==> src/rtl/fims_pkg.sv <==
`default_nettype none

package fims_pkg;

    // Frame geometry and channel depth
    localparam int MAX_WIDTH    = 128;
    localparam int MAX_HEIGHT   = 128;
    localparam int CHANNEL_BITS = 16;
    localparam int NUM_CHAN     = 3;

    // Fixed field widths of the channels and registers
    localparam int FUNC_W    = 3;
    localparam int COORD_W   = 7;
    localparam int CHAN_W    = 16;
    localparam int SIZE_BITS = 8;

    // Store addressing: {row, column}
    localparam int COL_BITS    = (MAX_WIDTH > 1) ? $clog2(MAX_WIDTH) : 1;
    localparam int ROW_BITS    = (MAX_HEIGHT > 1) ? $clog2(MAX_HEIGHT) : 1;
    localparam int ADDR_BITS   = ROW_BITS + COL_BITS;
    localparam int STORE_DEPTH = MAX_HEIGHT * (2 ** COL_BITS);
    localparam int PIX_BITS    = NUM_CHAN * CHANNEL_BITS;

    localparam logic [CHAN_W-1:0] CHAN_MAX = CHAN_W'((33'd1 << CHANNEL_BITS) - 33'd1);

    // Command queue between front and back
    localparam int QUEUE_DEPTH = 2;
    localparam int QPTR_BITS   = $clog2(QUEUE_DEPTH);
    localparam int QCNT_BITS   = $clog2(QUEUE_DEPTH + 1);

    // Register port
    localparam int PADDR_BITS   = 4;
    localparam int PDATA_BITS   = 32;
    localparam int REG_IDX_BITS = 2;

    localparam logic [REG_IDX_BITS-1:0] REG_WIDTH  = 2'd0;
    localparam logic [REG_IDX_BITS-1:0] REG_HEIGHT = 2'd1;
    localparam logic [REG_IDX_BITS-1:0] REG_MAX    = 2'd2;

    localparam logic [SIZE_BITS-1:0] RST_WIDTH  = 8'd128;
    localparam logic [SIZE_BITS-1:0] RST_HEIGHT = 8'd128;
    localparam logic [CHAN_W-1:0]    RST_MAX    = 16'd255;

    // Function codes on the input channel
    localparam logic [FUNC_W-1:0] FUNC_WRITE  = 3'd0;
    localparam logic [FUNC_W-1:0] FUNC_READ   = 3'd1;
    localparam logic [FUNC_W-1:0] FUNC_INVERT = 3'd2;
    localparam logic [FUNC_W-1:0] FUNC_MROWS  = 3'd3;
    localparam logic [FUNC_W-1:0] FUNC_MCOLS  = 3'd4;

    typedef enum logic [2:0] {
        OP_WRITE,
        OP_READ,
        OP_INVERT,
        OP_MROWS,
        OP_MCOLS
    } t_op;

    typedef struct packed {
        logic [SIZE_BITS-1:0] width;
        logic [SIZE_BITS-1:0] height;
        logic [CHAN_W-1:0]    max_intensity;
    } t_cfg;

    // Classified command; sweep commands carry the geometry they were issued with
    typedef struct packed {
        t_op                  op;
        logic [ADDR_BITS-1:0] addr;
        logic                 in_img;
        logic [PIX_BITS-1:0]  pix;
        logic [SIZE_BITS-1:0] lim_o;
        logic [SIZE_BITS-1:0] lim_i;
        logic [SIZE_BITS-1:0] far;
        logic [CHAN_W-1:0]    maxv;
    } t_cmd;

    function automatic logic [ADDR_BITS-1:0] mk_addr(input logic [SIZE_BITS-1:0] r,
                                                     input logic [SIZE_BITS-1:0] c);
        return {ROW_BITS'(r), COL_BITS'(c)};
    endfunction

endpackage

`default_nettype wire

==> src/rtl/fims_cmd_fifo.sv <==
`default_nettype none

module fims_cmd_fifo (
    input  logic                          i_clk,
    input  logic                          i_rst_n,
    input  logic                          i_push,
    input  fims_pkg::t_cmd                i_cmd,
    input  logic                          i_pop,
    output fims_pkg::t_cmd                o_cmd,
    output logic                          o_empty,
    output logic                          o_full,
    output logic [fims_pkg::QCNT_BITS-1:0] o_count
);
    import fims_pkg::*;

    t_cmd                 r_slot [QUEUE_DEPTH];
    logic [QPTR_BITS-1:0] r_wptr;
    logic [QPTR_BITS-1:0] r_rptr;
    logic [QCNT_BITS-1:0] r_count;

    assign o_cmd   = r_slot[r_rptr];
    assign o_empty = (r_count == '0);
    assign o_full  = (r_count == QCNT_BITS'(QUEUE_DEPTH));
    assign o_count = r_count;

    // Entry storage
    always_ff @(posedge i_clk) begin
        if (i_push) begin
            r_slot[r_wptr] <= i_cmd;
        end
    end

    // Pointers and fill count
    always_ff @(posedge i_clk) begin
        if (!i_rst_n) begin
            r_wptr  <= '0;
            r_rptr  <= '0;
            r_count <= '0;
        end else begin
            if (i_push) begin
                r_wptr <= (r_wptr == QPTR_BITS'(QUEUE_DEPTH - 1)) ? '0 : r_wptr + 1'b1;
            end
            if (i_pop) begin
                r_rptr <= (r_rptr == QPTR_BITS'(QUEUE_DEPTH - 1)) ? '0 : r_rptr + 1'b1;
            end
            if (i_push && !i_pop) begin
                r_count <= r_count + 1'b1;
            end else if (i_pop && !i_push) begin
                r_count <= r_count - 1'b1;
            end
        end
    end

endmodule

`default_nettype wire

==> config.mk <==
export PLATFORM = sky130hd
export DESIGN_NAME = fims_cmd_fifo
export DESIGN_NICKNAME = d
export VERILOG_FILES = /design/src/rtl/fims_pkg.sv /design/src/rtl/fims_cmd_fifo.sv
export SDC_FILE = /design/constraint.sdc
export NUM_CORES = 1
export LEC_CHECK = 0
export CAP_MARGIN = 5
export CORE_MARGIN = 5
export CORE_UTILIZATION = 45
export CTS_CLUSTER_DIAMETER = 60
export DETAILED_ROUTE_END_ITERATION = 8
export DONT_BUFFER_PORTS = 1
export PLACE_DENSITY_LB_ADDON = 0.12
export SYNTH_ARGS = -nofsm -noshare
export SYNTH_HDL_FRONTEND = slang
export SYNTH_SLANG_ARGS = --single-unit
==> constraint.sdc <==
create_clock -name i_clk -period 7.3 [get_ports i_clk]
set_input_delay 0.73 -clock i_clk [delete_from_list [all_inputs] [get_ports i_clk]]
set_output_delay 0.73 -clock i_clk [all_outputs]
set_load 0.01 [all_outputs]
==> impl_results.md, run 1 <==
- # diodes: 0
- Share of layout cells above drive strength 1: 37.0%
- Cell breakdown of the critical path: buf_4, mux2_2
- Worst-margin pin slew: 1.03 ns
- Worst Hold Launch: i_cmd[68]
- Unrepaired setup endpoints after global routing: false
- Peak Freq: 298 MHz
- Routed Antenna Nets: 0
- Drt drc: 0
- Clock root cell: clkbuf_16
- Post-CTS sizing: 0
- Clk slew on worst S/H paths: 0.06 ns
- Maximum clock insertion buffer count: 3
- Largest net degree at the start of global routing: 74
- Hold Path Class: in -> reg
- H-tree levels: 1
- Final design utilization: 51.3%
- Final instance area: 0.00893 mm²
- Congestion Overflow GR: 0
- Post-synthesis mux area share: 16.7%
- Footprint of the multi-input gates: 0.00147 mm²
- Placed Area: 0.00825 mm²
- Syn_nets: 463
- Top cells by area, synth: edfxtp_1 79%, mux2_2 9.3%, mux2_4 7.5%
- Clock Sinks: 217
- Status: complete, no violations
- CTS buffer count: 22
- Peak VDD IR: 0.219 mV
- Fin Hold WS: 0.330 ns
- Die Width: 144 µm
- Vias in the first global route: 3393
- FF+latch count, synth: 217
- WP data required: 6.57 ns
- Cell Area, Synth: 0.00802 mm²
- Pre-Repair DR Iteration Count: 4
- Ports: 220
- Mapped Cells: 352
- Highest Signal Layer: met4
- Die Span Y: 144 µm
- Global-route wire length before repair: 19.9 mm
- Startpoint types: flip-flop
- Post-synth cell types: 17
- Max-cap viol count: 0
- Number of port buffers: 0
- Final setup fails: 0
- Worst Path Buf+Inv: 1
- WS Path Type: reg -> out
- Crit-path max cell delay: 0.87 ns
- Worst Skew: 0.0134 ns
- Final Wtd Congestion: 0.694
- Clock latency on the worst-skew pair: 0.49 ns
- Via count: 3142
- DP HPWL: 9.05 mm
- Slew headroom: 31.6%
- Sequential fraction of the synthesis area: 80.6%
- Leakage power: 0.00299 µW
- TritonCTS clock tree: built
- Hold-fix buffers, CTS: 0
- R2r setup slk: 5.14 ns
- CORE AREA: 0.0174 mm²
- Initial core utilization: 46.1%
- Final min period: 3.36 ns
- PD cells: 302 mW/mm²
- Syn_area_per_cell: 22.8 µm²
- Synth warn: 0
- Arrival @ worst endpoint: 2.63 ns
- Slowest-stage cell, CP: buf_4
- DR WL met2: 6.61 mm
- # fillers: 1429
- Final WL: 13.8 mm
- Initial antenna violation count: 0
- Vias per cell: 5.16
- Setup TNS Final: 0 ns
- Hold Vio Cnt, Final: 0
- GRT Total Usage: 12.8%
- Post-synthesis compound-gate area fraction: 0.249%
- Setup Buffers After CTS: 0
- Simple logic cell fraction of the synthesized area: 0.671%
- Synth Area in XOR/XNOR: 0.327%
- Synth Area in Adders: 0.156%
- Register area: 0.00647 mm²
- Max-slew violations: 0
- Worst R2R Start: r_wptr
- Placement Rows: 48
- DR iter-0 viols: 130
- Largest area contributor in the netlist: edfxtp_1
- Cell class contributing the biggest share of worst-path delay: buffers and inverters
- Post-Route M1 WL: 4.72 mm
- # nets final: 479
- Synthesis-to-layout area growth: 11.3%
- Die area: 0.0206 mm²
- Max FO, Critical Path: 63
- Routed wire length per instance: 22.7 µm
- Final Cycle Share: 46.0%
- CP endpoint kind: output pin
- Met3 wire len: 2.18 mm
- Combinational family with the most area after synthesis: multiplexers
- Top-area cell type share of the netlist area: 79.3%
layout by cell type, fill, tap and decap left out:
cell type and count:
dfxtp_4 1, nor2b_4 1, nor2b_1 2, clkbuf_1 5, and2_1 3, or3_1 1
mux2_4 40, o21ai_0 1, buf_4 4, xor2_1 2, nor2_1 1, edfxtp_1 212
xnor2_1 1, o21a_1 1, clkinv_1 6, and2_4 1, ha_1 1, clkbuf_16 23
a21boi_1 1, clkinv_2 4, mux2_2 66, dfxtp_1 4, clkinv_4 1, bufinv_16 1
inv_1 1
registers in the layout, indices dropped and copies added (netlist names), named ones only:
name	flops
r_slot	212
o_count	2
r_rptr	1
r_wptr	1
routing by layer:
metal  GRT usage, %  up-vias
li1               -     1425
met1           14.1     1538
met2           20.1      153
met3           8.42       26
met4           4.11        0
met5          0.957        -
final timing paths:
path / end / depth (start not counted)
setup / recovery: o_cmd[12] / 2
hold / removal: r_slot[0][68] / 0
setup reg to reg: r_slot[1][63] / 2
hold reg to reg: o_count[1] / 2
cell families (layout without fill, tap and decap cells):
logic type | count (synthesis) | in the layout
simple gates | 9 | 9
xor+xnor | 3 | 3
fa+ha+maj | 1 | 1
flops | 217 | 217
compound gates | 3 | 3
mux | 106 | 106
buf+inv | 13 | 45
worst reg2reg max path, cell delays in order (launching register included):
cell and delay (ns):
dfxtp_1 0.38, and2_4 0.48, buf_4 0.80
final cells by class:
cell class              count  share of cell area (%)
flip-flops and latches    217                    72.5
well taps                 225                    3.15
clock inverters            12                   0.911
multi-input cells         122                    16.4
clock buffers              28                    6.66
repair buffers              4                   0.336
inverters                   1                  0.0420
per-stage QoR:
step / cells / total power [µW] / worst slack, ns
final: 609 / 2690 / 3.94
after floorplan: 352 / 1660 / 1.35
after global routing: 609 / 2810 / 3.77
after detailed placement: 569 / 1700 / 4.37
after global placement: 569 / 1690 / 4.43
after CTS: 609 / 2740 / 3.84
cells in the mapped netlist:
cell type  number
nor2_1          1
nor2b_1         3
o21ai_0         1
xnor2_1         1
xor2_1          2
and2_1          4
buf_6           6
or3_1           1
o21a_1          1
ha_1            1
mux2_2         66
inv_1           1
mux2_4         40
a21boi_1        1
dfxtp_1         5
edfxtp_1      212
buf_2           6
power breakdown:
part           internal [µW]  switching, µW
clock                    609            419
sequential              1440           26.1
combinational           85.7            110
total                   2140            556
Power figures use the tool's default switching activity.
==> run 2: changes to the inputs <==
clock period = 3.1 ns   (was 7.3 ns; I/O delays follow)
==> run 2 against run 1 <==
- combinational power grew to 3.1 times the previous value
- sequential cell count is the same
- first-iteration DRC count shrank 6.2%
- critical path type unchanged
==> impl_results.md, run 2 (same netlist as run 1, synthesis figures left out) <==
- Status: complete, no violations (unchanged)
- Routed wire length per instance: 20.1 µm (was 22.7 µm)
- Setup TNS Final: 0 ns (unchanged)
- Slowest-stage cell, CP: dfxtp_4 (was buf_4)
- H-tree levels: 1 (unchanged)
- Cell breakdown of the critical path: buf_4, mux2_2 (unchanged)
- Commonest cells after routing, fill and taps aside: 212 x edfxtp_1, 107 x dlygate4sd3_1, 66 x mux2_2 (was 212 x edfxtp_1, 66 x mux2_2, 40 x mux2_4)
- Final Cycle Share: 78.8%
- # diodes: 0 (unchanged)
- Startpoint types: flip-flop (unchanged)
- Crit-path max cell delay: 0.78 ns (was 0.87 ns)
- Peak Freq: 409 MHz
- Global-route wire length before repair: 21.5 mm (was 19.9 mm)
- Setup Buffers After CTS: 0 (unchanged)
- Congestion Overflow GR: 0 (unchanged)
- Drt drc: 0 (unchanged)
- Hold Path Class: in -> reg (unchanged)
- TritonCTS clock tree: built (unchanged)
- CP endpoint kind: output pin (unchanged)
- Clock latency on the worst-skew pair: 0.49 ns (about the same)
- Ports: 220 (unchanged)
- Largest Register: r_slot (unchanged)
- GRT Total Usage: 13.5% (was 12.8%)
- Number of port buffers: 0 (unchanged)
- WP data required: 2.79 ns (was 6.57 ns)
- Worst Skew: 0.0125 ns (was 0.0134 ns)
- Final WL: 14.5 mm (was 13.8 mm)
- Final setup fails: 0 (unchanged)
- Fin Hold WS: 0.0343 ns (was 0.330 ns)
- Synthesis-to-layout area growth: 25.1% (was 11.3%)
- Share of layout cells above drive strength 1: 29.6% (was 37.0%)
- DR iter-0 viols: 122 (was 130)
- Worst Hold Launch: i_push (was i_cmd[68])
- DP HPWL: 9.32 mm (was 9.05 mm)
- Final min period: 2.44 ns
- Maximum clock insertion buffer count: 3 (unchanged)
- Hold Vio Cnt, Final: 0 (unchanged)
- Unrepaired setup endpoints after global routing: false (unchanged)
- Clk slew on worst S/H paths: 0.06 ns (about the same)
- Routed Antenna Nets: 0 (unchanged)
- Cell Count, Final, Fillers Out: 721 (was 609)
- CTS buffer count: 23 (was 22)
- Die area: 0.0206 mm² (unchanged)
- Via count: 3603 (was 3142)
- Vias in the first global route: 3947 (was 3393)
- Placed cell count: 572 (was 569)
- Clock Sinks: 217 (unchanged)
- Pre-Repair DR Iteration Count: 4 (unchanged)
- Setup WS post-layout: 0.657 ns (was 3.94 ns)
- Number of flip-flops under the largest register name: 212 (unchanged)
- Commonest non-fill, non-tap cell in the layout: edfxtp_1 (unchanged)
- Largest net degree at the start of global routing: 56 (was 74)
- Initial core utilization: 46.1% (unchanged)
- CORE AREA: 0.0174 mm² (unchanged)
- Die Span Y: 144 µm (unchanged)
- Slew headroom: 51.1% (was 31.6%)
- Clock root cell: clkbuf_16 (unchanged)
- # nets final: 590 (was 479)
- Max-slew violations: 0 (unchanged)
- WS Path Type: reg -> out (unchanged)
- Worst-margin pin slew: 0.733 ns (was 1.03 ns)
- Final Wtd Congestion: 0.708 (was 0.694)
- Die Width: 144 µm (unchanged)
- Placement Rows: 48 (unchanged)
- Arrival @ worst endpoint: 2.13 ns (was 2.63 ns)
- Leakage power: 0.00346 µW (was 0.00299 µW)
- Peak VDD IR: 0.526 mV (was 0.219 mV)
- Max-cap viol count: 0 (unchanged)
- Vias per cell: 5.00 (was 5.16)
- Max FO, Critical Path: 42 (was 63)
- Place WS: 1.13 ns (was 4.37 ns)
- PD cells: 642 mW/mm² (was 302 mW/mm²)
- Initial antenna violation count: 0 (unchanged)
- Worst R2R Start: r_wptr (unchanged)
run 2: cell count changes in the layout (fill, tap and decap cells not counted), sizes merged:
cell	delta
inv	+1
clkinv	+4
dlygate4sd3	+107
clkbuf	-2
bufinv	-1
buf	+3
run 2: per-stage QoR:
stage | cell area, µm² | power (µW) | util, %
finish | 10000 | 6440 | 57.6
global route | 10000 | 6710 | 57.6
CTS | 10000 | 6540 | 57.6
detailed placement | 8300 | 4000 | 47.7
global placement | 8300 | 4000 | 47.7
floorplan | 8030 | 3910 | -
run 2: worst max-delay path, delay by kind of cell, from the launching register on:
| kind | cells | cell delay [ns] |
|---|---|---|
| buffers and inverters | 1 | 0.41 |
| flip-flops | 1 | 0.78 |
| multiplexers | 1 | 0.42 |
run 2: path summary, 6_finish.rpt:
kind	end	slack, ns	depth (start not counted)
worst min register to register	o_count[1]	0.59	2
worst max register to register	r_slot[1][57]	1.43	2
worst max-delay path	o_cmd[89]	0.66	2
worst min-delay path	r_wptr	0.03	2
run 2: final cells by class:
class | instances | area (µm²)
Tap cell | 225 | 282
Clock buffer | 26 | 587
Sequential cell | 217 | 6470
Inverter | 1 | 3.75
Timing Repair Buffer | 114 | 1150
Fill cell | 1331 | 7380
Multi-Input combinational cell | 122 | 1470
Clock inverter | 16 | 77.6
run 2: timing repair:
| action | CTS | global route |
|---|---|---|
| resized for setup | 0 | 0 |
| hold buffers | 107 | 0 |
| hold endpoints to repair | 217 | 0 |
run 2: metal layers:
layer,up-vias,wire (µm),GRT usage [%]
li1,1649,-,-
met1,1771,5340,15.5
met2,160,7240,23.2
met3,23,1620,5.76
met4,0,332,3.82
met5,-,0,0
run 2: report_power, final:
part           internal, µW  switching (µW)  leakage (µW)
registers              3390            66.0       0.00203
clock network          1360            1030      0.000332
logic                   299             300       0.00110
==> run 3: changes to the inputs <==
clock period = 2.3 ns   (was 3.1 ns; I/O delays follow)
==> run 3 against run 2 <==
- sequential share of layout area shrank 0.78 points
- critical endpoint is now o_cmd[15]
- highest routed layer is now met5
- non-clock buffer count rose by 3
- critical path depth is the same
- via count grew 0.53%
- count of clock-buffer cells in the layout is 3 higher
- largest power group unchanged
- clock power increased by 43%
==> impl_results.md, run 3 (same netlist as run 1, synthesis figures left out) <==
- Ports: 220 (unchanged)
- CP endpoint kind: output pin (unchanged)
- Clock latency on the worst-skew pair: 0.48 ns (was 0.49 ns)
- Max FO, Critical Path: 39 (was 42)
- Vias in the first global route: 3956 (was 3947)
- Place WS: 0.745 ns (was 1.13 ns)
- Die area: 0.0206 mm² (unchanged)
- Maximum clock insertion buffer count: 3 (unchanged)
- Slowest-stage cell, CP: dfxtp_4 (unchanged)
- Peak Freq: 488 MHz
- Leakage power: 0.00350 µW (was 0.00346 µW)
- WP data required: 2.07 ns (was 2.79 ns)
- Vias per cell: 5.03 (was 5.00)
- Final min period: 2.05 ns
- Startpoint types: flip-flop (unchanged)
- Congestion Overflow GR: 0 (unchanged)
- Pre-Repair DR Iteration Count: 4 (unchanged)
- Hold-fix buffers, CTS: 109 (was 107)
- Pwr Total: 8900 µW (was 6440 µW)
- Max-slew violations: 0 (unchanged)
- Routed wire length per instance: 20.8 µm (was 20.1 µm)
- Largest Register: r_slot (unchanged)
- Share of layout cells above drive strength 1: 30.2% (was 29.6%)
- Clock Sinks: 217 (unchanged)
- Clk slew on worst S/H paths: 0.06 ns (about the same)
- Cell breakdown of the critical path: buf_12, mux2_2 (was buf_4, mux2_2)
- Worst Skew: 0.00393 ns (was 0.0125 ns)
- Synthesis-to-layout area growth: 26.6% (was 25.1%)
- WS Path Type: reg -> out (unchanged)
- PD cells: 876 mW/mm² (was 642 mW/mm²)
- Status: complete, no violations (unchanged)
- CTS buffer count: 23 (unchanged)
- Worst R2R Start: r_wptr (unchanged)
- DP HPWL: 9.71 mm (was 9.32 mm)
- Footprint of the multi-input gates: 0.00147 mm² (unchanged)
- Routed Antenna Nets: 0 (unchanged)
- Crit-path max cell delay: 0.60 ns (was 0.78 ns)
- Setup WS post-layout: 0.252 ns (was 0.657 ns)
- TritonCTS clock tree: built (unchanged)
- Unrepaired setup endpoints after global routing: false (unchanged)
- Fin Hold WS: 0.137 ns (was 0.0343 ns)
- Post-CTS sizing: 0 (unchanged)
- Placement Rows: 48 (unchanged)
- Final WL: 14.9 mm (was 14.5 mm)
- Clock root cell: clkbuf_16 (unchanged)
- Final Cycle Share: 89.0%
- # fillers: 1333 (was 1331)
- Die Width: 144 µm (unchanged)
- Worst-margin pin slew: 0.524 ns (was 0.733 ns)
- Final Wtd Congestion: 0.698 (was 0.708)
- Via count: 3622 (was 3603)
- Drt drc: 0 (unchanged)
- Initial core utilization: 46.1% (unchanged)
- Die Span Y: 144 µm (unchanged)
- Max-cap viol count: 0 (unchanged)
- Worst Hold Launch: i_push (unchanged)
- CORE AREA: 0.0174 mm² (unchanged)
- Final design utilization: 58.3% (was 57.6%)
- Slew headroom: 65.1% (was 51.1%)
- # nets final: 593 (was 590)
- Number of flip-flops under the largest register name: 212 (unchanged)
- DR iter-0 viols: 170 (was 122)
- Number of port buffers: 0 (unchanged)
- Commonest non-fill, non-tap cell in the layout: edfxtp_1 (unchanged)
- Setup Buffers After CTS: 0 (unchanged)
- GRT Total Usage: 13.9% (was 13.5%)
- H-tree levels: 1 (unchanged)
- Setup TNS Final: 0 ns (unchanged)
- Register area: 0.00647 mm² (about the same)
- Arrival @ worst endpoint: 1.82 ns (was 2.13 ns)
- Peak VDD IR: 0.579 mV (was 0.526 mV)
- Final setup fails: 0 (unchanged)
- Initial antenna violation count: 2 (was 0)
- Largest net degree at the start of global routing: 72 (was 56)
- Global-route wire length before repair: 21.9 mm (was 21.5 mm)
- Hold Path Class: in -> reg (unchanged)
- Hold Vio Cnt, Final: 0 (unchanged)
- Commonest cells after routing, fill and taps aside: 212 x edfxtp_1, 109 x dlygate4sd3_1, 66 x mux2_2 (was 212 x edfxtp_1, 107 x dlygate4sd3_1, 66 x mux2_2)
[run 3: cell types whose count changed in the layout (fill, tap and decap cells not counted), moves of 2 or more]
cell           previous run  this run
bufinv_16                 0         2
buf_4                     5         2
dlygate4sd3_1           107       109
clkbuf_8                  0         2
clkinv_1                  8         2
clkinv_2                  6         3
buf_12                    2         6
[run 3: metal layers]
metal  share of wire (%)  global-route usage [%]  wire (µm)
met5               0.080                       0         12
met4                 1.7                    3.72        259
met3                  11                    5.42       1660
met2                  49                    23.6       7320
met1                  38                    16.6       5680
[run 3: per-stage QoR]
step | area, µm² | std cells
floorplan | 8030 | 352
global placement | 8360 | 573
detailed placement | 8360 | 573
CTS | 10200 | 719
global route | 10200 | 720
finish | 10200 | 720
[run 3: final timing paths]
path	cells past startpoint	to	slack, ns
worst max-delay path	2	o_cmd[15]	0.25
worst min-delay path	3	o_count[1]	0.14
worst max register to register	4	r_wptr	0.64
worst min register to register	2	flip-flop	0.58
[run 3: area by class of cell]
cell class / instances / share of cell area [%]
diodes: 1 / 0.0246
clock buffers: 29 / 6.08
clock inverters: 8 / 0.887
inverters: 1 / 0.0369
multi-input cells: 122 / 14.4
flip-flops and latches: 217 / 63.7
well taps: 225 / 2.77
repair buffers: 117 / 12.1
[run 3: report_power, final]
group | leakage, µW | total [µW] | internal [µW] | switching [µW]
registers | 0.00203 | 4650 | 4570 | 78.9
clock network | 0.000346 | 3410 | 2100 | 1300
logic | 0.00113 | 843 | 420 | 422
total | 0.00350 | 8900 | 7090 | 1810
[run 3: critical path: cells and delay by family, from the launching register on]
family	cells	cell delay, ns
muxes	1	0.41
buffers and inverters	1	0.29
DFF	1	0.60
