===== config.mk =====
export PLATFORM = sky130hd
export DESIGN_NAME = fims_front_flat
export DESIGN_NICKNAME = d
export VERILOG_FILES = /design/src/rtl/fims_pkg.sv /design/src/rtl/fims_ifs.sv /design/src/rtl/fims_front.sv /design/src/flat_wrapper.sv
export SDC_FILE = /design/constraint.sdc
export NUM_CORES = 1
export LEC_CHECK = 0
export BUFFER_PORTS_ARGS = -buffer_cell sky130_fd_sc_hd__buf_2
export CORE_MARGIN = 1.5
export CORE_UTILIZATION = 44
export DETAILED_ROUTE_END_ITERATION = 8
export GPL_ROUTABILITY_DRIVEN = 0
export GPL_TIMING_DRIVEN = 0
export PLACE_DENSITY = 0.86
export SYNTH_ARGS = -nofsm -noshare
export SYNTH_HDL_FRONTEND = slang
export SYNTH_SLANG_ARGS = --single-unit

===== constraint.sdc =====
create_clock -name vclk -period 2.4
set_clock_uncertainty 0.1 [all_clocks]
set_input_delay 0.12 -clock vclk [all_inputs]
set_output_delay 0.12 -clock vclk [all_outputs]
set_load 0.05 [all_outputs]

===== src/rtl/fims_pkg.sv =====
`default_nettype none

package fims_pkg;

    // Frame geometry and channel depth
    localparam int MAX_WIDTH    = 128;
    localparam int MAX_HEIGHT   = 128;
    localparam int CHANNEL_BITS = 16;
    localparam int NUM_CHAN     = 3;

    // Fixed field widths of the channels and registers
    localparam int FUNC_W    = 3;
    localparam int COORD_W   = 7;
    localparam int CHAN_W    = 16;
    localparam int SIZE_BITS = 8;

    // Store addressing: {row, column}
    localparam int COL_BITS    = (MAX_WIDTH > 1) ? $clog2(MAX_WIDTH) : 1;
    localparam int ROW_BITS    = (MAX_HEIGHT > 1) ? $clog2(MAX_HEIGHT) : 1;
    localparam int ADDR_BITS   = ROW_BITS + COL_BITS;
    localparam int STORE_DEPTH = MAX_HEIGHT * (2 ** COL_BITS);
    localparam int PIX_BITS    = NUM_CHAN * CHANNEL_BITS;

    localparam logic [CHAN_W-1:0] CHAN_MAX = CHAN_W'((33'd1 << CHANNEL_BITS) - 33'd1);

    // Command queue between front and back
    localparam int QUEUE_DEPTH = 2;
    localparam int QPTR_BITS   = $clog2(QUEUE_DEPTH);
    localparam int QCNT_BITS   = $clog2(QUEUE_DEPTH + 1);

    // Register port
    localparam int PADDR_BITS   = 4;
    localparam int PDATA_BITS   = 32;
    localparam int REG_IDX_BITS = 2;

    localparam logic [REG_IDX_BITS-1:0] REG_WIDTH  = 2'd0;
    localparam logic [REG_IDX_BITS-1:0] REG_HEIGHT = 2'd1;
    localparam logic [REG_IDX_BITS-1:0] REG_MAX    = 2'd2;

    localparam logic [SIZE_BITS-1:0] RST_WIDTH  = 8'd128;
    localparam logic [SIZE_BITS-1:0] RST_HEIGHT = 8'd128;
    localparam logic [CHAN_W-1:0]    RST_MAX    = 16'd255;

    // Function codes on the input channel
    localparam logic [FUNC_W-1:0] FUNC_WRITE  = 3'd0;
    localparam logic [FUNC_W-1:0] FUNC_READ   = 3'd1;
    localparam logic [FUNC_W-1:0] FUNC_INVERT = 3'd2;
    localparam logic [FUNC_W-1:0] FUNC_MROWS  = 3'd3;
    localparam logic [FUNC_W-1:0] FUNC_MCOLS  = 3'd4;

    typedef enum logic [2:0] {
        OP_WRITE,
        OP_READ,
        OP_INVERT,
        OP_MROWS,
        OP_MCOLS
    } t_op;

    typedef struct packed {
        logic [SIZE_BITS-1:0] width;
        logic [SIZE_BITS-1:0] height;
        logic [CHAN_W-1:0]    max_intensity;
    } t_cfg;

    // Classified command; sweep commands carry the geometry they were issued with
    typedef struct packed {
        t_op                  op;
        logic [ADDR_BITS-1:0] addr;
        logic                 in_img;
        logic [PIX_BITS-1:0]  pix;
        logic [SIZE_BITS-1:0] lim_o;
        logic [SIZE_BITS-1:0] lim_i;
        logic [SIZE_BITS-1:0] far;
        logic [CHAN_W-1:0]    maxv;
    } t_cmd;

    function automatic logic [ADDR_BITS-1:0] mk_addr(input logic [SIZE_BITS-1:0] r,
                                                     input logic [SIZE_BITS-1:0] c);
        return {ROW_BITS'(r), COL_BITS'(c)};
    endfunction

endpackage

`default_nettype wire


===== src/rtl/fims_ifs.sv =====
`default_nettype none

// Pixel command channel
interface fims_pix_if;
    import fims_pkg::*;

    logic               valid;
    logic               ready;
    logic [FUNC_W-1:0]  func;
    logic [COORD_W-1:0] row;
    logic [COORD_W-1:0] column;
    logic [CHAN_W-1:0]  red;
    logic [CHAN_W-1:0]  green;
    logic [CHAN_W-1:0]  blue;

    modport source (output valid, func, row, column, red, green, blue, input ready);
    modport sink   (input valid, func, row, column, red, green, blue, output ready);
endinterface


`default_nettype wire


===== src/rtl/fims_front.sv =====
`default_nettype none

module fims_front (
    input  fims_pkg::t_cfg  i_cfg,
    fims_pix_if.sink        i_pix,
    input  logic            i_q_full,
    output logic            o_push,
    output fims_pkg::t_cmd  o_cmd
);
    import fims_pkg::*;

    logic [SIZE_BITS-1:0] eff_w;
    logic [SIZE_BITS-1:0] eff_h;
    logic [CHAN_W-1:0]    eff_max;
    logic [SIZE_BITS-1:0] row_s;
    logic [SIZE_BITS-1:0] col_s;
    logic                 in_img;
    logic                 keep;
    logic [PIX_BITS-1:0]  clamped;
    logic [CHAN_W-1:0]    chan_in [NUM_CHAN];

    // Effective geometry and intensity limit
    assign eff_w   = (int'(i_cfg.width) > MAX_WIDTH) ? SIZE_BITS'(MAX_WIDTH) : i_cfg.width;
    assign eff_h   = (int'(i_cfg.height) > MAX_HEIGHT) ? SIZE_BITS'(MAX_HEIGHT) : i_cfg.height;
    assign eff_max = (i_cfg.max_intensity > CHAN_MAX) ? CHAN_MAX : i_cfg.max_intensity;

    assign row_s  = SIZE_BITS'(i_pix.row);
    assign col_s  = SIZE_BITS'(i_pix.column);
    assign in_img = (row_s < eff_h) && (col_s < eff_w);

    // Clamp the write channels, packed {red, green, blue}
    assign chan_in[2] = i_pix.red;
    assign chan_in[1] = i_pix.green;
    assign chan_in[0] = i_pix.blue;

    always_comb begin
        for (int k = 0; k < NUM_CHAN; k++) begin
            clamped[k*CHANNEL_BITS +: CHANNEL_BITS] =
                CHANNEL_BITS'((chan_in[k] > eff_max) ? eff_max : chan_in[k]);
        end
    end

    // Classify: drop out-of-range writes, empty sweeps and unused codes
    always_comb begin
        o_cmd        = '0;
        o_cmd.addr   = in_img ? mk_addr(row_s, col_s) : '0;
        o_cmd.in_img = in_img;
        o_cmd.pix    = clamped;
        o_cmd.maxv   = eff_max;
        keep         = 1'b0;
        unique case (i_pix.func)
            FUNC_WRITE: begin
                o_cmd.op = OP_WRITE;
                keep     = in_img;
            end
            FUNC_READ: begin
                o_cmd.op = OP_READ;
                keep     = 1'b1;
            end
            FUNC_INVERT: begin
                o_cmd.op    = OP_INVERT;
                o_cmd.lim_o = eff_h;
                o_cmd.lim_i = eff_w;
                keep        = (eff_h != '0) && (eff_w != '0);
            end
            FUNC_MROWS: begin
                o_cmd.op    = OP_MROWS;
                o_cmd.lim_o = eff_h >> 1;
                o_cmd.lim_i = eff_w;
                o_cmd.far   = eff_h - SIZE_BITS'(1);
                keep        = ((eff_h >> 1) != '0) && (eff_w != '0);
            end
            FUNC_MCOLS: begin
                o_cmd.op    = OP_MCOLS;
                o_cmd.lim_o = eff_w >> 1;
                o_cmd.lim_i = eff_h;
                o_cmd.far   = eff_w - SIZE_BITS'(1);
                keep        = ((eff_w >> 1) != '0) && (eff_h != '0);
            end
            default: begin
                o_cmd.op = OP_WRITE;
                keep     = 1'b0;
            end
        endcase
    end

    assign i_pix.ready = !i_q_full;
    assign o_push      = i_pix.valid && !i_q_full && keep;

endmodule

`default_nettype wire


===== src/flat_wrapper.sv =====
// flat-port wrapper written by rule: the top's interface ports become plain ports
module fims_front_flat import fims_pkg::*;
  (i_cfg, i_q_full, o_push, o_cmd, i_pix_valid, i_pix_func, i_pix_row, i_pix_column, i_pix_red, i_pix_green, i_pix_blue, i_pix_ready);
  fims_pix_if i_pix_i ();
  input  fims_pkg::t_cfg i_cfg;
  input  logic i_q_full;
  output logic o_push;
  output fims_pkg::t_cmd o_cmd;
  input wire logic [$bits(i_pix_i.valid)-1:0] i_pix_valid;
  input wire logic [$bits(i_pix_i.func)-1:0] i_pix_func;
  input wire logic [$bits(i_pix_i.row)-1:0] i_pix_row;
  input wire logic [$bits(i_pix_i.column)-1:0] i_pix_column;
  input wire logic [$bits(i_pix_i.red)-1:0] i_pix_red;
  input wire logic [$bits(i_pix_i.green)-1:0] i_pix_green;
  input wire logic [$bits(i_pix_i.blue)-1:0] i_pix_blue;
  output wire logic [$bits(i_pix_i.ready)-1:0] i_pix_ready;
  assign i_pix_i.valid = i_pix_valid;
  assign i_pix_i.func = i_pix_func;
  assign i_pix_i.row = i_pix_row;
  assign i_pix_i.column = i_pix_column;
  assign i_pix_i.red = i_pix_red;
  assign i_pix_i.green = i_pix_green;
  assign i_pix_i.blue = i_pix_blue;
  assign i_pix_ready = i_pix_i.ready;
  fims_front u_core (.i_cfg(i_cfg), .i_pix(i_pix_i), .i_q_full(i_q_full), .o_push(o_push), .o_cmd(o_cmd));
endmodule

==> results.sh, run 1 <==
export IMPL_syn_area_per_cell_um2=7.924
export IMPL_power_leakage_uw=0.002654
export IMPL_hold_viol=0
export IMPL_die_w_um=83.86
export IMPL_diodes=0
export IMPL_rsz0062_at_grt="yes"
export IMPL_die_area_um2=7032
export IMPL_grt_overflow_total=0
export IMPL_slew_headroom_pct=39.77
export IMPL_synth_fa_ha_area_share_pct=26.53
export IMPL_stdcell_count=672
export IMPL_worstPathArrival_ps=2520
export IMPL_worstPathCellList="buf_12 > inv_6 > ha_4 > buf_4 > nand2_1 > o21ai_0 > a221oi_2 > a31oi_4 > buf_6 > mux2_4 > buf_8"
export IMPL_first_pass_iters=9
export IMPL_worstPathMaxFanout=5
export IMPL_track_usage_pct=33.42
export IMPL_synth_xor_area_share_pct=0.9134
export IMPL_synth_top_family_by_area="adder cells"
export IMPL_remaining_drc_errors=1
export IMPL_grt_pass1_vias=3966
export IMPL_flops_and_latches=0
export IMPL_synthCells=363
export IMPL_start_util_pct=45.30
export IMPL_period_needed_ps=2740
export IMPL_dp_hpwl_um=9095
export IMPL_grt_antenna_before_repair=0
export IMPL_startpoint_type="primary input"
export IMPL_setup_tns_ps=-7323
export IMPL_fin_crit_sh_pct=114.2
export IMPL_synth_compound_area_share_pct=17.83
export IMPL_worstHoldEndpoint="i_pix_ready"
export IMPL_yosysWarnings=0
export IMPL_hold_buffers=0
export IMPL_ant_nets=0
export IMPL_slowest_delay_ps=690
export IMPL_nets=757
export IMPL_io_pins=207
export IMPL_syn_nets=523
export IMPL_die_h_um=83.86
export IMPL_synth_mux_area_share_pct=22.62
export IMPL_required_ps=2180
export IMPL_num_fill_cells=320
export IMPL_routed_via_density=6.591
export IMPL_synth_simple_gate_area_share_pct=22.18
export IMPL_yosysUniqueCellTypes=57
export IMPL_drive_above_1_share_pct=63.87
export IMPL_dp_cells=647
export IMPL_grt_max_degree=11
export IMPL_fin_area_um2=5383
export IMPL_rows=29
export IMPL_peakVddDrop_mv=0.3650
export IMPL_timing_fmax_mhz=365.0
export IMPL_grt_pass1_wl_um=19490
export IMPL_vias=4429
export IMPL_cp_slowest_cell="o21ai_0"
export IMPL_dr_first_iter_drc_count=388
export IMPL_yosysSeqAreaShare_pct=0
export IMPL_outcome="finished with violations"
export IMPL_max_cap_violations=0
export IMPL_min_from="i_q_full"
export IMPL_worstSetupPathType="in2out"
export IMPL_violations="DRC, setup timing"
export IMPL_powerDensity_nw_per_um2=367.6
export IMPL_nClkBuffers=0
export IMPL_area_growth_pct=87.12
export IMPL_drt_wl_total_um=16290
export IMPL_portBuffers=207
export IMPL_setup_viol=48
export IMPL_syn_area_um2=2877
export IMPL_total_power_uw=1979
export IMPL_endpoint_kind="primary output"
export IMPL_dpl_cell_area_um2=4070
export IMPL_cpLargestDelayFamily="compound AO/OA/AOI/OAI gates"
export IMPL_seqCellArea_um2=0
export IMPL_hold_class="in2out"
export IMPL_finalMaxSlewViolations=0
export IMPL_worst_pin_slew_ps=903.4
export IMPL_path_buf_inv=5
export IMPL_avgRoutedWirePerCell_um=24.24
export IMPL_multi_input_area_um2=3103
export IMPL_min_path_cells=3
export IMPL_core_area_um2=6350
export IMPL_worst_slack_ps=-339.8
## metrics by stage
| stage | setup slack [ps] | util [%] | hold slack [ps] |
|---|---|---|---|
| after global routing | -470.6 | 84.77 | 479.8 |
| after CTS | -1.952 | 74.27 | 450.1 |
| after global placement | -442.7 | 64.10 | 451.2 |
| after detailed placement | -544.9 | 64.10 | 448.9 |
| after floorplan | -69.54 | - | 307.1 |
| final | -339.8 | 84.77 | 458.6 |
## layout make-up
| class | instances | area share (%) |
|---|---|---|
| tap | 77 | 1.790 |
| buffer | 27 | 3.719 |
| timing repair buffer | 234 | 34.15 |
| multi-input combinational | 310 | 57.65 |
| inverter | 24 | 2.696 |
## cells in the mapped netlist, drive strengths merged (2+ instances only)
master / count / area share [%]
ha: 61 / 27
mux2: 53 / 21
buf: 23 / 5.8
inv: 23 / 3.0
a21oi: 22 / 4.0
nor2: 21 / 2.7
o21ai: 17 / 3.0
nand2b: 15 / 3.3
and3: 14 / 3.0
nand4: 12 / 2.6
o22ai: 10 / 2.2
nor3: 9 / 1.6
nand2: 8 / 1.0
a211oi: 6 / 1.6
clkbuf: 6 / 0.78
nor4: 6 / 1.5
mux2i: 5 / 1.7
nor2b: 5 / 1.1
nand3: 4 / 0.70
a221oi: 3 / 0.91
nor4b: 3 / 0.91
o2111ai: 3 / 0.91
o211ai: 3 / 0.78
a21boi: 2 / 0.52
a21o: 2 / 0.52
a31oi: 2 / 1.2
nor3b: 2 / 0.70
o21a: 2 / 0.52
or3: 2 / 0.43
or3b: 2 / 0.70
xnor2: 2 / 0.61
## how the worst max path moves through the flow
stage,start,to,slack [ps],depth (start not counted)
2_1_floorplan,i_pix_func[0],o_cmd[22],-70,11
3_3_place_gp,i_cfg[31],o_push,-440,11
3_5_place_dp,i_cfg[31],o_push,-540,11
4_1_cts,i_cfg[1],o_cmd[79],-2,10
5_1_grt,i_cfg[7],o_cmd[65],-470,11
6_report,i_cfg[7],o_cmd[69],-340,11
## report_power, final
group | switching, µW | leakage, µW | internal [µW]
registers | 0 | 0 | 0
logic | 1190 | 0.00265 | 792
clock network | 0 | 0 | 0
## cells by family after synthesis
logic type / count (synthesis)
compound gates: 78
xor+xnor: 3
fa+ha+maj: 61
buf+inv: 53
mux: 58
simple gates: 110
## metal layers
metal | global-route usage (%) | wire (µm) | up-vias
met3 | 5.341 | 1712 | 163
met5 | 0 | 0 | -
met2 | 61.80 | 7684 | 449
met1 | 36.98 | 5348 | 1973
met4 | 15.65 | 1545 | 0
li1 | - | - | 1844
## layout by cell type, fill, tap and decap left out, drive strengths merged, types with 9 or more instances in the layout
cell,count
o22ai,10
inv,23
nor3,9
mux2,53
and3,14
buf,255
a21oi,22
nand2b,15
ha,61
nor2,21
o21ai,17
nand4,12
## repair_timing
action | CTS | global route
resized for setup | 153 | 180
pin swaps | 18 | 21
cloned | 3 | 2
endpoints found under the setup margin | 66 | 66
buffers inserted | 17 | 5
Power figures use the tool's default switching activity.
==> run 2, diff against run 1 <==
--- a/config.mk
+++ b/config.mk
@@ -5,13 +5,15 @@
 export SDC_FILE = /design/constraint.sdc
 export NUM_CORES = 1
 export LEC_CHECK = 0
-export BUFFER_PORTS_ARGS = -buffer_cell sky130_fd_sc_hd__buf_2
+export BUFFER_PORTS_ARGS = -buffer_cell sky130_fd_sc_hd__buf_4
+export CELL_PAD_IN_SITES_DETAIL_PLACEMENT = 1
+export CELL_PAD_IN_SITES_GLOBAL_PLACEMENT = 2
 export CORE_MARGIN = 1.5
-export CORE_UTILIZATION = 44
+export CORE_UTILIZATION = 22
 export DETAILED_ROUTE_END_ITERATION = 8
 export GPL_ROUTABILITY_DRIVEN = 0
 export GPL_TIMING_DRIVEN = 0
-export PLACE_DENSITY = 0.86
+export PLACE_DENSITY_LB_ADDON = 0.1
 export SYNTH_ARGS = -nofsm -noshare
 export SYNTH_HDL_FRONTEND = slang
 export SYNTH_SLANG_ARGS = --single-unit
==> run 2 against run 1 <==
Against the previous run:
- flip-flop and latch count stayed put
- critical path depth is 2 lower
- largest power group unchanged
- cell count is 15% higher
- via count is 15% lower
- cell area is 10% higher
- power is 1.5% higher
- combinational power hardly changed
- setup slack better by 280 ps
- the flow finishes with violations (setup timing)
- core utilization is 38 points lower
- global-route usage is 14 points lower
- non-clock buffer count is 4 higher
- clock-buffer cell count stayed put
==> results.sh, run 2 (synthesized netlist as in run 1, its figures left out) <==
export IMPL_min_path_cells=3
export IMPL_area_growth_pct=106.3
export IMPL_hold_class="in2out"
export IMPL_flops_and_latches=0
export IMPL_fin_area_um2=5934
export IMPL_diodes=0
export IMPL_finalMaxSlewViolations=0
export IMPL_io_pins=207
export IMPL_power_switching_uw=1135
export IMPL_seqCellArea_um2=0
export IMPL_dp_hpwl_um=11480
export IMPL_drt_wl_total_um=14820
export IMPL_timing_fmax_mhz=406.8
export IMPL_vias=3756
export IMPL_grt_pass1_wl_um=22360
export IMPL_routed_via_density=4.872
export IMPL_final_common_cell="buf_4"
export IMPL_first_pass_iters=4
export IMPL_pwr_share_seq_pct=0
export IMPL_powerDensity_nw_per_um2=338.4
export IMPL_stdcell_count=771
export IMPL_hold_viol=0
export IMPL_dpl_cell_area_um2=4707
export IMPL_worstPathArrival_ps=2240
export IMPL_worst_slack_ps=-58.03
export IMPL_rows=41
export IMPL_startpoint_type="primary input"
export IMPL_swShare_pct=56.54
export IMPL_final_util_pct=46.84
export IMPL_dp_cells=742
export IMPL_grt_max_degree=11
export IMPL_comb_power_share_pct=100.0
export IMPL_die_area_um2=13770
export IMPL_grt_pass1_vias=3932
export IMPL_drive_above_1_share_pct=63.77
export IMPL_dr_first_iter_drc_count=62
export IMPL_worst_pin_slew_ps=896.6
export IMPL_total_power_uw=2008
export IMPL_power_leakage_uw=0.002816
export IMPL_outcome="finished with violations"
export IMPL_hold_buffers=0
export IMPL_slew_headroom_pct=40.23
export IMPL_violations="setup timing"
export IMPL_peakVddDrop_mv=0.1599
export IMPL_rsz0062_at_grt="yes"
export IMPL_fin_crit_sh_pct=102.4
export IMPL_start_util_pct=22.70
export IMPL_grt_antenna_before_repair=0
export IMPL_ant_nets=0
export IMPL_grt_overflow_total=0
export IMPL_die_h_um=117.3
export IMPL_portBuffers=207
export IMPL_setup_viol=16
export IMPL_avgRoutedWirePerCell_um=19.22
export IMPL_endpoint_kind="primary output"
export IMPL_internal_power_uw=872.8
export IMPL_required_ps=2180
export IMPL_nClkBuffers=0
export IMPL_nets=761
export IMPL_core_area_um2=12670
export IMPL_worstPathMaxFanout=6
export IMPL_worstSetupPathType="in2out"
export IMPL_clkPwrFrac_pct=0
export IMPL_track_usage_pct=19.81
export IMPL_die_w_um=117.3
export IMPL_remaining_drc_errors=0
export IMPL_layout_common_cells="187 x buf_4, 43 x ha_1, 42 x buf_8, 37 x mux2_4, 27 x buf_6"
export IMPL_max_cap_violations=0
export IMPL_period_needed_ps=2458
==> run 2: cell type report <==
type / instances / area (µm²)
Buffer: 25 / 193.9
Fill cell: 1480 / 6736
Inverter: 24 / 147.6
Multi-Input combinational cell: 310 / 3136
Tap cell: 172 / 215.2
Timing Repair Buffer: 240 / 2242
==> run 2: worst max-delay path: stages <==
cell and delay, ps:
buf_4 120, ha_4 260, nand4_1 200, or3_1 430, a21o_1 190, a31oi_4 230
buf_6 170, mux2_2 350, buf_6 160
==> run 2: timing repair <==
| item | CTS | global route |
|---|---|---|
| pin swaps | 19 | 24 |
| buffers inserted | 18 | 12 |
| setup endpoints to repair | 66 | 66 |
| gates cloned | 4 | 1 |
| resized for setup | 141 | 119 |
==> run 2: power by group through the flow <==
stage / Combinational (µW) / Clock [µW] / Sequential, µW
after floorplan: 1060 / 0 / 0
after CTS: 1860 / 0 / 0
after detailed placement: 1610 / 0 / 0
after global placement: 1590 / 0 / 0
final: 2010 / 0 / 0
after global routing: 2110 / 0 / 0
==> run 2: routing by layer <==
| layer | global-route usage [%] | share of wire, % | vias up |
|---|---|---|---|
| met5 | 0 | 0 | - |
| met4 | 0.3086 | 0.10 | 0 |
| met3 | 1.459 | 3.8 | 2 |
| met2 | 34.01 | 47 | 104 |
| met1 | 28.55 | 49 | 1807 |
| li1 | - | - | 1843 |
==> run 2: path summary, 6_finish.rpt <==
path                       startpoint          end  slack (ps)
worst min-delay path         i_q_full  i_pix_ready         440
worst max-delay path  i_pix_green[12]    o_cmd[59]         -60
==> run 2: metrics by stage <==
step                worst slack (ps)  hold WS [ps]  TNS (ps)
finish                        -58.03         435.9    -556.2
global route                  -108.1         450.1     -2232
CTS                           -14.21         438.4    -64.56
detailed placement            -663.6         438.6    -23540
global placement              -668.8         428.3    -20950
floorplan                     -69.54         307.1    -69.54
==> run 3, diff against run 2 <==
==> constraint.sdc (replaced) <==
create_clock -name vclk -period 2.6
set_clock_uncertainty 0.1 [all_clocks]
set_input_delay 0.13 -clock vclk [all_inputs]
set_output_delay 0.13 -clock vclk [all_outputs]
set_load 0.05 [all_outputs]
==> run 3 against run 2 <==
Against the previous run:
- the flow now finishes without violations
- critical endpoint is now o_cmd[63]
- power shrank 18%
- flip-flop and latch count stayed put
- core utilization decreased by 5.5 points
- combinational power decreased by 18%
- non-clock buffer count decreased by 11
- cell count fell by 1.4%
- sequential share of layout area unchanged
- via count shrank 2.1%
- highest routed layer unchanged
- largest cell class unchanged
- global-route usage shrank 1.5 points
- setup slack gained 120 ps
==> results.sh, run 3 (synthesized netlist as in run 1, its figures left out) <==
export IMPL_core_area_um2=12670
export IMPL_timing_fmax_mhz=393.8
export IMPL_seqCellArea_um2=0
export IMPL_place_ws_ps=-865.3
export IMPL_hold_class="in2out"
export IMPL_powerDensity_nw_per_um2=313.5
export IMPL_worst_pin_slew_ps=879.9
export IMPL_die_h_um=117.3
export IMPL_hold_viol=0
export IMPL_start_util_pct=22.70
export IMPL_drt_wl_total_um=13910
export IMPL_final_common_cell="buf_4"
export IMPL_drive_above_1_share_pct=58.50
export IMPL_max_cap_violations=0
export IMPL_rsz0062_at_grt="yes"
export IMPL_io_pins=207
export IMPL_grt_overflow_total=0
export IMPL_portBuffers=207
export IMPL_rows=41
export IMPL_worstSetupPathType="in2out"
export IMPL_worst_slack_ps=60.87
export IMPL_finalMaxSlewViolations=0
export IMPL_peakVddDrop_mv=0.1438
export IMPL_nClkBuffers=0
export IMPL_dr_first_iter_drc_count=72
export IMPL_first_pass_iters=4
export IMPL_final_util_pct=41.35
export IMPL_grt_max_degree=15
export IMPL_dpl_cell_area_um2=4676
export IMPL_worstPathMaxFanout=5
export IMPL_area_growth_pct=82.17
export IMPL_fin_area_um2=5240
export IMPL_stdcell_count=760
export IMPL_fin_hold_ws_ps=455.8
export IMPL_ant_nets=0
export IMPL_worstPathArrival_ps=2310
export IMPL_avgRoutedWirePerCell_um=18.30
export IMPL_startpoint_type="primary input"
export IMPL_diodes=0
export IMPL_grt_antenna_before_repair=0
export IMPL_power_leakage_uw=0.002525
export IMPL_hold_buffers=0
export IMPL_grt_pass1_wl_um=20620
export IMPL_die_w_um=117.3
export IMPL_num_fill_cells=1558
export IMPL_layout_common_cells="221 x buf_4, 52 x ha_1, 40 x mux2_2, 20 x nor2_1, 19 x a21oi_1"
export IMPL_slew_headroom_pct=41.34
export IMPL_endpoint_kind="primary output"
export IMPL_track_usage_pct=18.36
export IMPL_routed_via_density=4.837
export IMPL_fin_crit_sh_pct=97.66
export IMPL_period_needed_ps=2539
export IMPL_setup_viol=0
export IMPL_outcome="finished, final reports clean"
export IMPL_vias=3676
export IMPL_dp_cells=742
export IMPL_nets=750
export IMPL_grt_pass1_vias=3723
export IMPL_flops_and_latches=0
export IMPL_die_area_um2=13770
export IMPL_dp_hpwl_um=11550
export IMPL_required_ps=2370
export IMPL_remaining_drc_errors=0
run 3: power breakdown:
group / total [µW] / leakage, µW / switching, µW / internal (µW)
registers: 0 / 0 / 0 / 0
clock network: 0 / 0 / 0 / 0
logic: 1640 / 0.00253 / 984 / 659
total: 1640 / 0.00253 / 984 / 659
run 3: repair_timing:
| item | 4_1_cts | 5_1_grt |
|---|---|---|
| buffers inserted | 7 | 10 |
| pin swaps | 8 | 14 |
| gates cloned | 0 | 2 |
| gates resized for setup | 17 | 79 |
| setup endpoints to repair | 48 | 48 |
run 3: area by class of cell:
| cell class | instances | area [µm²] | area share (%) |
|---|---|---|---|
| multi-input combinational | 310 | 2861 | 54.61 |
| inverter | 24 | 108.9 | 2.077 |
| tap | 172 | 215.2 | 4.107 |
| timing repair buffer | 226 | 1842 | 35.15 |
| buffer | 28 | 212.7 | 4.059 |
run 3: layer usage:
| metal | wire length, µm | track usage [%] | part of all wire (%) | up-vias |
|---|---|---|---|---|
| li1 | - | - | - | 1823 |
| met1 | 6731 | 26.30 | 48 | 1748 |
| met2 | 6505 | 31.18 | 47 | 103 |
| met3 | 668 | 2.237 | 4.8 | 2 |
| met4 | 5 | 0 | 0.036 | 0 |
| met5 | 0 | 0 | 0 | - |
run 3: worst paths after layout:
check,from,to,slack [ps],cells after the start
max,i_cfg[10],o_cmd[63],60,10
min,i_q_full,i_pix_ready,460,3
run 3: worst max-delay path, stage by stage:
cell and delay, ps:
buf_4 130, inv_4 60, ha_4 260, nand4_1 160, or3_1 410, a21o_1 190, a31oi_4 280, clkbuf_16 220
mux2_4 310, buf_8 150
run 3: through the flow:
| stage | TNS, ps | total power [µW] |
|---|---|---|
| final | 0 | 1643 |
| after global routing | -372.8 | 1742 |
| after CTS | 0 | 1516 |
| after detailed placement | -18100 | 1479 |
| after global placement | -16300 | 1463 |
| after floorplan | 0 | 973.4 |
